$ cat config.mk
export PLATFORM = sky130hd
export DESIGN_NAME = url_percent_codec_unit_flat
export DESIGN_NICKNAME = d
export VERILOG_FILES = /design/src/rtl/upc_pkg.sv /design/src/rtl/upc_req_if.sv /design/src/rtl/upc_rsp_if.sv /design/src/rtl/upc_convert.sv /design/src/rtl/upc_serializer.sv /design/src/rtl/url_percent_codec_unit.sv /design/src/flat_wrapper.sv
export SDC_FILE = /design/constraint.sdc
export NUM_CORES = 1
export LEC_CHECK = 0
export BUFFER_PORTS_ARGS = -buffer_cell sky130_fd_sc_hd__buf_2
export CAP_MARGIN = 20
export CORE_MARGIN = 2
export CORE_UTILIZATION = 23
export DETAILED_ROUTE_END_ITERATION = 10
export PLACE_DENSITY = 0.37
export SETUP_SLACK_MARGIN = 0.5
export SLEW_MARGIN = 20
export SYNTH_ARGS = -nofsm -noshare
export SYNTH_HDL_FRONTEND = slang
export SYNTH_SLANG_ARGS = --single-unit
$ cat constraint.sdc
create_clock -name clock -period 5.6 [get_ports clock]
set_input_delay 1.68 -clock clock [delete_from_list [all_inputs] [get_ports clock]]
set_output_delay 1.68 -clock clock [all_outputs]
set_load 0.01 [all_outputs]
$ cat src/rtl/upc_pkg.sv
// shared types, character constants and helper functions for the percent codec
package upc_pkg;

   localparam logic [7:0] CHAR_PCT   = 8'h25;
   localparam logic [7:0] CHAR_DASH  = 8'h2d;
   localparam logic [7:0] CHAR_UNDER = 8'h5f;
   localparam logic [7:0] CHAR_DOT   = 8'h2e;
   localparam logic [7:0] CHAR_TILDE = 8'h7e;
   localparam logic [7:0] CHAR_0     = 8'h30;
   localparam logic [7:0] CHAR_9     = 8'h39;
   localparam logic [7:0] CHAR_UA    = 8'h41;
   localparam logic [7:0] CHAR_UF    = 8'h46;
   localparam logic [7:0] CHAR_UZ    = 8'h5a;
   localparam logic [7:0] CHAR_LA    = 8'h61;
   localparam logic [7:0] CHAR_LF    = 8'h66;
   localparam logic [7:0] CHAR_LZ    = 8'h7a;

   localparam logic CSR_DECODE_MODE = 1'b0;
   localparam logic CSR_LOWER_HEX   = 1'b1;

   typedef enum logic [1:0] {
      PHASE_IDLE  = 2'd0,
      PHASE_PCT   = 2'd1,
      PHASE_DIGIT = 2'd2
   } phase_type;

   // up to three result bytes of one input beat
   typedef struct packed {
      logic [2:0][7:0] bytes;
      logic [1:0]      count;
      logic            fin;
   } bundle_type;

   typedef struct packed {
      logic      in_busy;
      logic      advance;
      logic      fin;
      phase_type phase;
   } status_type;

   function automatic logic is_hex(input logic [7:0] c);
      return (c >= CHAR_0 && c <= CHAR_9) || (c >= CHAR_UA && c <= CHAR_UF) ||
             (c >= CHAR_LA && c <= CHAR_LF);
   endfunction

   // valid only when is_hex holds
   function automatic logic [3:0] hex_value(input logic [7:0] c);
      return c[6] ? (c[3:0] + 4'd9) : c[3:0];
   endfunction

   function automatic logic [7:0] hex_char(input logic [3:0] v, input logic lower);
      logic [7:0] base;
      base = lower ? CHAR_LA : CHAR_UA;
      if (v < 4'd10) begin
         return CHAR_0 + {4'd0, v};
      end
      return base + {4'd0, v} - 8'd10;
   endfunction

   function automatic logic is_unreserved(input logic [7:0] c);
      return (c >= CHAR_UA && c <= CHAR_UZ) || (c >= CHAR_LA && c <= CHAR_LZ) ||
             (c >= CHAR_0 && c <= CHAR_9) || c == CHAR_DASH || c == CHAR_UNDER ||
             c == CHAR_DOT || c == CHAR_TILDE;
   endfunction

endpackage

$ cat src/rtl/upc_req_if.sv
// input channel: one string byte per beat with a final-byte flag
interface upc_req_if;
   logic       valid;
   logic       ready;
   logic [7:0] in_byte;
   logic       final_byte;

   modport source (output valid, output in_byte, output final_byte, input ready);
   modport sink (input valid, input in_byte, input final_byte, output ready);
endinterface

$ cat src/rtl/upc_rsp_if.sv
// result channel: one converted byte per beat with run and string markers
interface upc_rsp_if;
   logic       valid;
   logic       ready;
   logic [7:0] out_byte;
   logic       last_of_run;
   logic       end_of_string;

   modport source (output valid, output out_byte, output last_of_run,
                   output end_of_string, input ready);
   modport sink (input valid, input out_byte, input last_of_run,
                 input end_of_string, output ready);
endinterface

$ cat src/rtl/upc_convert.sv
// input register, escape state and per-byte conversion into a result bundle
module upc_convert
   import upc_pkg::*;
(
   input  logic       clock,
   input  logic       reset,
   upc_req_if.sink    req,
   input  logic       decode_mode,
   input  logic       lower_hex,
   input  logic       sink_free,
   output logic       load,
   output bundle_type result,
   output status_type status
);

   logic       in_valid_ff, in_valid_in;
   logic [7:0] in_byte_ff, in_byte_in;
   logic       in_fin_ff, in_fin_in;
   phase_type  phase_ff, phase_in;
   logic [7:0] held_ff, held_in;
   logic       advance;
   logic       accept;

   // conversion of the registered byte
   always_comb begin
      logic [7:0] c;
      logic [1:0] n;
      phase_type  ph;
      logic [7:0] hd;
      c  = in_byte_ff;
      n  = 2'd0;
      ph = PHASE_IDLE;
      hd = held_ff;
      result.bytes = '0;
      if (!decode_mode) begin
         if (is_unreserved(c)) begin
            result.bytes[0] = c;
            n = 2'd1;
         end else begin
            result.bytes[0] = CHAR_PCT;
            result.bytes[1] = hex_char(c[7:4], lower_hex);
            result.bytes[2] = hex_char(c[3:0], lower_hex);
            n = 2'd3;
         end
      end else begin
         case (phase_ff)
            PHASE_PCT: begin
               if (is_hex(c)) begin
                  hd = c;
                  ph = PHASE_DIGIT;
               end else begin
                  result.bytes[n] = CHAR_PCT;
                  n = n + 2'd1;
                  if (c == CHAR_PCT) begin
                     ph = PHASE_PCT;
                  end else begin
                     result.bytes[n] = c;
                     n = n + 2'd1;
                  end
               end
            end
            PHASE_DIGIT: begin
               if (is_hex(c)) begin
                  result.bytes[n] = {hex_value(held_ff), hex_value(c)};
                  n = n + 2'd1;
               end else begin
                  result.bytes[n] = CHAR_PCT;
                  n = n + 2'd1;
                  result.bytes[n] = held_ff;
                  n = n + 2'd1;
                  if (c == CHAR_PCT) begin
                     ph = PHASE_PCT;
                  end else begin
                     result.bytes[n] = c;
                     n = n + 2'd1;
                  end
               end
            end
            default: begin
               if (c == CHAR_PCT) begin
                  ph = PHASE_PCT;
               end else begin
                  result.bytes[n] = c;
                  n = n + 2'd1;
               end
            end
         endcase
         // flush a pending escape on the final byte
         if (in_fin_ff) begin
            if (ph == PHASE_PCT) begin
               result.bytes[n] = CHAR_PCT;
               n = n + 2'd1;
            end else if (ph == PHASE_DIGIT) begin
               result.bytes[n] = CHAR_PCT;
               n = n + 2'd1;
               result.bytes[n] = hd;
               n = n + 2'd1;
            end
            ph = PHASE_IDLE;
         end
      end
      result.count = n;
      result.fin   = in_fin_ff;
      phase_in     = ph;
      held_in      = hd;
   end

   assign advance   = in_valid_ff && (result.count == 2'd0 || sink_free);
   assign load      = advance && (result.count != 2'd0);
   assign req.ready = !in_valid_ff || advance;
   assign accept    = req.valid && req.ready;

   always_comb begin
      in_valid_in = in_valid_ff;
      in_byte_in  = in_byte_ff;
      in_fin_in   = in_fin_ff;
      if (accept) begin
         in_valid_in = 1'b1;
         in_byte_in  = req.in_byte;
         in_fin_in   = req.final_byte;
      end else if (advance) begin
         in_valid_in = 1'b0;
      end
   end

   always_ff @(posedge clock) begin
      if (reset) begin
         in_valid_ff <= 1'b0;
         phase_ff    <= PHASE_IDLE;
      end else begin
         in_valid_ff <= in_valid_in;
         if (advance) begin
            phase_ff <= phase_in;
         end
      end
   end

   always_ff @(posedge clock) begin
      in_byte_ff <= in_byte_in;
      in_fin_ff  <= in_fin_in;
      if (advance) begin
         held_ff <= held_in;
      end
   end

   assign status.in_busy = in_valid_ff;
   assign status.advance = advance;
   assign status.fin     = in_fin_ff;
   assign status.phase   = phase_ff;

endmodule

$ cat src/rtl/upc_serializer.sv
// result register that hands out a bundle one byte per beat
module upc_serializer
   import upc_pkg::*;
(
   input  logic       clock,
   input  logic       reset,
   input  logic       load,
   input  bundle_type bundle,
   output logic       free,
   upc_rsp_if.source  rsp
);

   bundle_type bun_ff, bun_in;
   logic       bun_valid_ff, bun_valid_in;
   logic [1:0] idx_ff, idx_in;
   logic       last;
   logic       fire;

   assign last = (idx_ff == bun_ff.count - 2'd1);
   assign fire = rsp.valid && rsp.ready;
   assign free = !bun_valid_ff || (fire && last);

   assign rsp.valid         = bun_valid_ff;
   assign rsp.out_byte      = bun_ff.bytes[idx_ff];
   assign rsp.last_of_run   = last;
   assign rsp.end_of_string = last && bun_ff.fin;

   always_comb begin
      bun_in       = bun_ff;
      bun_valid_in = bun_valid_ff;
      idx_in       = idx_ff;
      if (load) begin
         bun_in       = bundle;
         bun_valid_in = 1'b1;
         idx_in       = 2'd0;
      end else if (fire) begin
         if (last) begin
            bun_valid_in = 1'b0;
         end else begin
            idx_in = idx_ff + 2'd1;
         end
      end
   end

   always_ff @(posedge clock) begin
      if (reset) begin
         bun_valid_ff <= 1'b0;
         idx_ff       <= 2'd0;
      end else begin
         bun_valid_ff <= bun_valid_in;
         idx_ff       <= idx_in;
      end
   end

   always_ff @(posedge clock) begin
      bun_ff <= bun_in;
   end

endmodule

$ cat src/rtl/url_percent_codec_unit.sv
// top level of the url percent encoder and decoder
//
// req channel: one string byte per beat, final_byte set on the last byte of a
// string. rsp channel: one converted byte per beat, last_of_run on the last
// byte produced by an input beat, end_of_string on the last byte of a string.
// csr port: csr_wr_en with csr_index 0 sets decode mode, index 1 selects lower
// case hex digits; write only while the block has nothing in flight.
// an accepted byte passes the input register and then the result register
// before its first result beat is valid.
// throughput: one result beat per cycle while rsp is ready, and an input byte
// gives one to three result beats; the result register
// and its byte counter set that rate. bytes that make no result (an escape
// still being gathered) retire without waiting for the result register.
// a new byte is taken into the input register while earlier results drain.
// reset clears the escape state, both csr bits and all valid flags; no
// clearing pass is needed. when rsp stalls, the result register holds, then
// the input register fills and req.ready drops.
module url_percent_codec_unit
   import upc_pkg::*;
(
   input  logic      clock,
   input  logic      reset,
   upc_req_if.sink   req,
   upc_rsp_if.source rsp,
   input  logic      csr_wr_en,
   input  logic      csr_index,
   input  logic      csr_wr_data
);

   logic       decode_mode_ff, decode_mode_in;
   logic       lower_hex_ff, lower_hex_in;
   logic       load;
   logic       free;
   bundle_type bundle;
   status_type status;

   // csr write decode
   always_comb begin
      decode_mode_in = decode_mode_ff;
      lower_hex_in   = lower_hex_ff;
      if (csr_wr_en) begin
         case (csr_index)
            CSR_DECODE_MODE: decode_mode_in = csr_wr_data;
            CSR_LOWER_HEX:   lower_hex_in   = csr_wr_data;
            default: ;
         endcase
      end
   end

   always_ff @(posedge clock) begin
      if (reset) begin
         decode_mode_ff <= 1'b0;
         lower_hex_ff   <= 1'b0;
      end else begin
         decode_mode_ff <= decode_mode_in;
         lower_hex_ff   <= lower_hex_in;
      end
   end

   // input register plus conversion logic
   upc_convert u_convert (
      .clock       (clock),
      .reset       (reset),
      .req         (req),
      .decode_mode (decode_mode_ff),
      .lower_hex   (lower_hex_ff),
      .sink_free   (free),
      .load        (load),
      .result      (bundle),
      .status      (status)
   );

   // result register, one byte per beat
   upc_serializer u_serializer (
      .clock  (clock),
      .reset  (reset),
      .load   (load),
      .bundle (bundle),
      .free   (free),
      .rsp    (rsp)
   );

   // a final byte always leaves no escape pending
   a_fin_clears_phase: assert property (@(posedge clock) disable iff (reset)
      status.advance && status.fin |=> status.phase == PHASE_IDLE)
      else $error("escape still pending after final byte");

   // encode mode never leaves an escape pending
   a_encode_no_phase: assert property (@(posedge clock) disable iff (reset)
      status.advance && !decode_mode_ff |=> status.phase == PHASE_IDLE)
      else $error("escape pending after encode beat");

   // an empty input register always takes a beat
   a_ready_when_empty: assert property (@(posedge clock) disable iff (reset)
      !status.in_busy |-> req.ready)
      else $error("input stalled with empty input register");

   // end of string only on the last beat of a run
   a_eos_is_last: assert property (@(posedge clock) disable iff (reset)
      rsp.valid && rsp.end_of_string |-> rsp.last_of_run)
      else $error("end_of_string without last_of_run");

endmodule

$ cat src/flat_wrapper.sv
// flat-port wrapper written by rule: the top's interface ports become plain ports
module url_percent_codec_unit_flat import upc_pkg::*;
  (clock, reset, csr_wr_en, csr_index, csr_wr_data, req_valid, req_in_byte, req_final_byte, req_ready, rsp_valid, rsp_out_byte, rsp_last_of_run, rsp_end_of_string, rsp_ready);
  upc_req_if req_i ();
  upc_rsp_if rsp_i ();
  input  logic clock;
  input  logic reset;
  input  logic csr_wr_en;
  input  logic csr_index;
  input  logic csr_wr_data;
  input wire logic [$bits(req_i.valid)-1:0] req_valid;
  input wire logic [$bits(req_i.in_byte)-1:0] req_in_byte;
  input wire logic [$bits(req_i.final_byte)-1:0] req_final_byte;
  output wire logic [$bits(req_i.ready)-1:0] req_ready;
  output wire logic [$bits(rsp_i.valid)-1:0] rsp_valid;
  output wire logic [$bits(rsp_i.out_byte)-1:0] rsp_out_byte;
  output wire logic [$bits(rsp_i.last_of_run)-1:0] rsp_last_of_run;
  output wire logic [$bits(rsp_i.end_of_string)-1:0] rsp_end_of_string;
  input wire logic [$bits(rsp_i.ready)-1:0] rsp_ready;
  assign req_i.valid = req_valid;
  assign req_i.in_byte = req_in_byte;
  assign req_i.final_byte = req_final_byte;
  assign req_ready = req_i.ready;
  assign rsp_valid = rsp_i.valid;
  assign rsp_out_byte = rsp_i.out_byte;
  assign rsp_last_of_run = rsp_i.last_of_run;
  assign rsp_end_of_string = rsp_i.end_of_string;
  assign rsp_i.ready = rsp_ready;
  url_percent_codec_unit u_core (.clock(clock), .reset(reset), .req(req_i), .rsp(rsp_i), .csr_wr_en(csr_wr_en), .csr_index(csr_index), .csr_wr_data(csr_wr_data));
endmodule
Word-level counts from Yosys, hierarchy flattened

Cells that the tools add are included.

Bits of input ports: 16
Logic and storage cells: 156
Bits in registers: 52

Equal/unequal tests: 10
Muxes and demuxes: 63
Reductions and logical operators: 37
Order comparisons: 15
Add/subtract/negate cells: 12
Bitwise gates (word level): 5

Operator list:

| operator              | number |
|---|---|
| $mux W8               | 17 |
| $mux W24              | 4 |
| $mux W16              | 3 |
| $demux W8 S2          | 2 |
| $le A8 B7 Y1 const B  | 4 |
| $pmux W8 S2           | 2 |
| $mux W2               | 13 |
| $bwmux W24            | 1 |
| $eq A8 B6 Y1 const B  | 3 |
| $bmux W8 S2           | 1 |
| $eq A8 B7 Y1 const B  | 2 |
| $ge A8 B7 Y1 const B  | 2 |
| $sub A8 B4 Y8 const B | 2 |
| $and A15 B15 Y15      | 1 |
| $mux W1               | 15 |
| $not A15 Y15          | 1 |
| $add A6 B4 Y7 const A | 2 |
| $logic_and A1 B1 Y1   | 13 |
| $logic_or A1 B1 Y1    | 11 |
| $reduce_and A2 Y1     | 5 |
| $lt A2 B3 Y1 const B  | 3 |
| $or A9 B9 Y9          | 1 |
| $add A4 B4 Y4 const B | 2 |
| $add A7 B4 Y8         | 1 |
| 18 further kinds      | 31 |

Logic depth before layout (Yosys ltp)

Word-level depth: 19
Gate-level depth with buffers: 16

Modules after synthesis

Synthesis repeated with hierarchy kept, for this count alone.

Cell total of the unflattened synthesis: 420
Area, all modules: 3943.8 sq um

Modules (own cells, without submodules):

| module                 | times used | cells each | area an instance (sq um) |
|---|---|---|---|
| upc_convert            | 1          | 335        | 2671.3 |
| upc_serializer         | 1          | 76         | 1179.9 |
| url_percent_codec_unit | 1          | 9          | 92.6 |

Worst setup path after synthesis

Ideal clock, no wire load.

Path type: reg-to-output
Start: reg u_core.u_convert.in_byte_ff[1]
End: out req_ready
Data required time: 3.920 ns
Stages on the path, launching flop included: 14
Arrival: 3.591 ns
Buffers on the path: 1
Setup slack: 0.329 ns
Cell sequence: edfxtp_1 -> clkbuf_1 -> inv_1 -> ha_1 -> or4b_1 -> a311o_1 -> o21ai_4 -> nand2_4 -> a211oi_4 -> ha_1 -> o21ai_0 -> o211a_1 -> a221o_1 -> or2_4

Longest elaborated chain between the ends: 17
Elaborated cells on any way between the ends: 51
Classes of those cells: add/sub: 2; order compare: 8; eq/ne: 7; mux: 17; reduce/logical: 17

RTL lines:

| what                                   | RTL line                             | source |
|---|---|---|
| start, declared                        | upc_convert.sv:17                    | `logic [7:0] in_byte_ff, in_byte_in;` |
| start signal, assigned                 | upc_convert.sv:139                   | `in_byte_ff <= in_byte_in;` |
| $ge A8 B6 Y1 (tied with other cells)   | upc_pkg.sv:42, upc_pkg.sv:62         |  |
| $logic_and A1 B1 Y1 (on tied branches) | upc_pkg.sv:42, upc_pkg.sv:62         |  |
| $logic_or A1 B1 Y1 (2 in series)       | upc_pkg.sv:42                        | `return (c >= CHAR_0 && c <= CHAR_9) \|\| (c >= CHAR_UA && c <= CHAR_UF) \|\|` |
| $mux W2 (on tied branches)             | upc_convert.sv:63, upc_convert.sv:48 |  |
| $pmux W2 S2                            | upc_convert.sv:46                    | `case (phase_ff)` |
| $mux W2                                | upc_convert.sv:35                    | `if (!decode_mode) begin` |
| $add A2 B1 Y2                          | upc_convert.sv:92, upc_convert.sv:95 |  |
| $add A2 B1 Y2                          | upc_convert.sv:97                    | `n = n + 2'd1;` |
| $mux W2                                | upc_convert.sv:93                    | `end else if (ph == PHASE_DIGIT) begin` |
| $mux W2                                | upc_convert.sv:90                    | `if (ph == PHASE_PCT) begin` |
| $mux W2                                | upc_convert.sv:89                    | `if (in_fin_ff) begin` |
| $mux W2 *                              | upc_convert.sv:35                    |  |
| $logic_not A2 Y1 *                     | upc_convert.sv:108                   | `assign advance = in_valid_ff && (result.count == 2'd0 \|\| sink_free);` |
| $logic_or A1 B1 Y1 *                   | upc_convert.sv:108                   |  |
| $logic_and A1 B1 Y1 *                  | upc_convert.sv:108                   |  |
| $logic_or A1 B1 Y1 *                   | upc_convert.sv:110                   | `assign req.ready = !in_valid_ff \|\| advance;` |
| end, declared                          | flat_wrapper.sv:14                   | `output wire logic [$bits(req_i.ready)-1:0] req_ready;` |

Every way passes the cells marked *; elsewhere a longest branch is shown, timed or not. The select of a mux whose other input is x is not followed.

Worst setup path after layout

Start: reg u_core.u_convert.in_byte_ff[0]
End: out req_ready

The elaborated chain is that of the path after synthesis.

==> run metrics <==
Placed Cells incl. Taps=639; drc violations=0; outcome=complete, no violations; Slew headroom=51.9%; synthesized area=3660 sq um; Chip Width=130 microns; Pwr per Cell Area=211 nW/um^2; worst path arrival time=3.52 ns; Detail Route Antenna Nets=0; Sw Pwr=0.274 mW; worst setup path class=reg2out; FF+latch count, synth=52; Clk pwr share=roughly 34%; CTS tree=yes; top_reg_cell synth=edfxtp_1; reg2reg path depth=14; Critical Path RT=3.92 ns; WL per Instance=18.4 microns; Fin Setup TNS=0 ns; Post-synth EDFFs=44; min cycle time layout=about 5.2 ns; # port buffers=27; non-filler cells, final=663; Worst Hold Launch=u_core.u_convert.phase_ff[0]; Hold Crit Depth=2; P&R area growth vs syn=22.4%; H-tree depth=2; # fillers=approximately 1,700; crit path from=u_core.u_convert.in_byte_ff[0]; nets=around 480; initial DRC count=293; # IOs=28; RePlAce Congestion=roughly 0.9; Tightest Hold Check Type=reg2reg; RSZ-0062 raised after global routing=true; Netlist cell types=70; CTS max path bufs=2; clock slew at reported path FFs=0.07 ns; sequential-to-total area share from yosys stat=40.5%; Max FO, Critical Path=5; Pins Over Slew Limit=0; cell internal pwr=0.673 mW; f_max=0.192 GHz; Placement Rows=46; multi-input logic area=2090 sq um; Synth Instances=399; die area=16,900 sq um; Initial Util=around a quarter; Final HPWL DP=9070 microns; Yosys warning count=0; Period Utilization, post-route=92.9%; post-layout util=~29%; number of global-route vias before repair=3,293; total gr overflow=0; switching power share of the total=29.0%; Net Count, Synth=between 400 and 500; CORE AREA=15,700 sq um; Mapped Avg Cell Area=just over 9 sq um; Gate power share=17.5%; GRT Util Overall=15.1%; Root Buffer=clkbuf_16; max cap viols=0; Placed Area=roughly 4100 sq um; DR pass1 iterations=5; Crit. End Element=output port; r2r startpoint=u_core.u_convert.in_byte_ff[0]; Reg area=1480 sq um; worst-skew pair later-pin latency=a little over 0.3 ns; die extent in y=130 microns; Slew @ Worst Pin=0.713 ns; final hold violation count=0; clock sink count=52; Antenna diodes=0; setup violators final=0; largest net degree at the start of global routing=28; Lkg Pwr=1.53 nW; share of cells above drive strength 1=a little under a quarter; TritonCTS Buffers=5; total length of routed wires=~12,000 microns; drt via density=5.05; first-pass GRT wire length=19,300 microns; design area=4480 sq um; final setup skew=0.00710 ns; initial antenna violation count=0; via count=3,350; worst-case vdd ir drop=0.112 mV; sequential power share=48.1%; post-synthesis async set-or-reset flop share=0%; Worst setup SP type=flop; Tot Pwr=0.947 mW
-- cells by family after synthesis --
group | share of synthesized area [%]
AO/OA/AOI/OAI | 26.1
XOR/XNOR | 1.91
adder cells (fa/ha/maj) | 5.81
flip-flops | 40.5
buffers and inverters | 4.51
multiplexers | 3.04
AND/OR/NAND/NOR | 18.2
-- through the flow --
| step | setup WS, ns | hold slack, ns |
|---|---|---|
| floorplan | 0.504 | 0.466 |
| global placement | 0.366 | 0.482 |
| detailed placement | 0.270 | 0.486 |
| CTS | 0.375 | 0.501 |
| global route | 0.223 | 0.527 |
| finish | 0.396 | 0.499 |
-- cell type report --
cell class | instances | area share, %
Timing Repair Buffer | 64 | 9.35
Multi-Input combinational cell | 304 | 46.7
Clock buffer | 5 | 2.79
Clock inverter | 3 | 0.447
Tap cell | 216 | 6.03
Inverter | 19 | 1.59
Sequential cell | 52 | 33.1
-- cells in the mapped netlist, types with 8 or more instances --
library cell / n / area share, %
nand2_1: 43 / 4.4
clkbuf_1: 18 / 1.8
dfxtp_1: 8 / 4.4
a21oi_1: 20 / 2.7
nor3_1: 11 / 1.5
edfxtp_1: 44 / 36
ha_1: 17 / 5.8
a22oi_1: 8 / 1.6
nand3_1: 8 / 1.1
nor2_1: 24 / 2.5
mux2i_1: 10 / 2.7
nand2b_1: 8 / 1.4
a31oi_1: 9 / 1.5
o21ai_0: 36 / 4.9
inv_1: 18 / 1.8
-- critical path, cell delays in order, from the launching register on --
cell      delay [ns]
edfxtp_1        0.46
ha_2            0.23
or4b_4          0.49
a311o_1         0.36
o21ai_4         0.13
nand2_4         0.08
a211oi_4        0.22
ha_2            0.21
o21ai_0         0.07
o211a_1         0.27
a221o_1         0.33
or2_4           0.25
buf_6           0.12
-- power by group through the flow --
stage | clock network (mW) | registers, mW | logic (mW)
after detailed placement | 0 | 0.466 | 0.148
final | 0.326 | 0.455 | 0.166
after global placement | 0 | 0.465 | 0.152
after global routing | 0.355 | 0.458 | 0.183
after floorplan | 0 | 0.459 | 0.0964
after CTS | 0.338 | 0.456 | 0.164
-- timing repair --
item	in CTS	in global routing
resized for setup	17	1
pin swaps	8	2
gates cloned	0	0
buffers inserted	15	1
endpoints found under the setup margin	1	1
hold buffers	0	0
-- path summary, 6_finish.rpt --
check / endpoint / slack, ns
worst max register to register: u_core.u_convert.held_ff[4] / 1.57
worst max-delay path: req_ready / 0.40
worst min-delay path: u_core.u_convert.phase_ff[0] / 0.50
worst min register to register: u_core.u_convert.phase_ff[0] / 0.50
-- cell usage in the layout (no fill, tap or decap), types with 4 or more instances in the layout --
master and count:
edfxtp_1 44, nand2_1 43, buf_4 37, o21ai_0 35
buf_2 26, nor2_1 24, a21oi_1 19, inv_1 15
ha_1 13, nor3_1 10, mux2i_1 10, a31oi_1 9
nand2b_1 8, nand3_1 8, a22oi_1 8, dfxtp_1 8
xnor2_1 6, o31ai_1 6, o22ai_1 5, nor2b_1 5
and2_1 5, clkbuf_16 5, o21a_1 4, inv_2 4
a211oi_1 4
-- per-layer routing --
metal | routed length (microns) | share of wire, % | track usage (%) | vias to the layer above
li1 | - | - | - | 1611
met1 | 5780 | 47 | 21.1 | 1607
met2 | 5530 | 45 | 23.6 | 113
met3 | 643 | 5.3 | 2.87 | 19
met4 | 244 | 2.0 | 5.00 | 0
met5 | 0 | 0 | 0 | -
-- registers in the layout (all words and copies together) (netlist names), 2 cells and up --
register / cells
u_core.u_convert.phase_ff: 2
u_core.u_serializer.bun_ff: 27
u_core.u_serializer.idx_ff: 2
u_core.u_convert.in_byte_ff: 8
u_core.u_convert.held_ff: 8
Note: power is estimated with default switching activity, not from simulation.
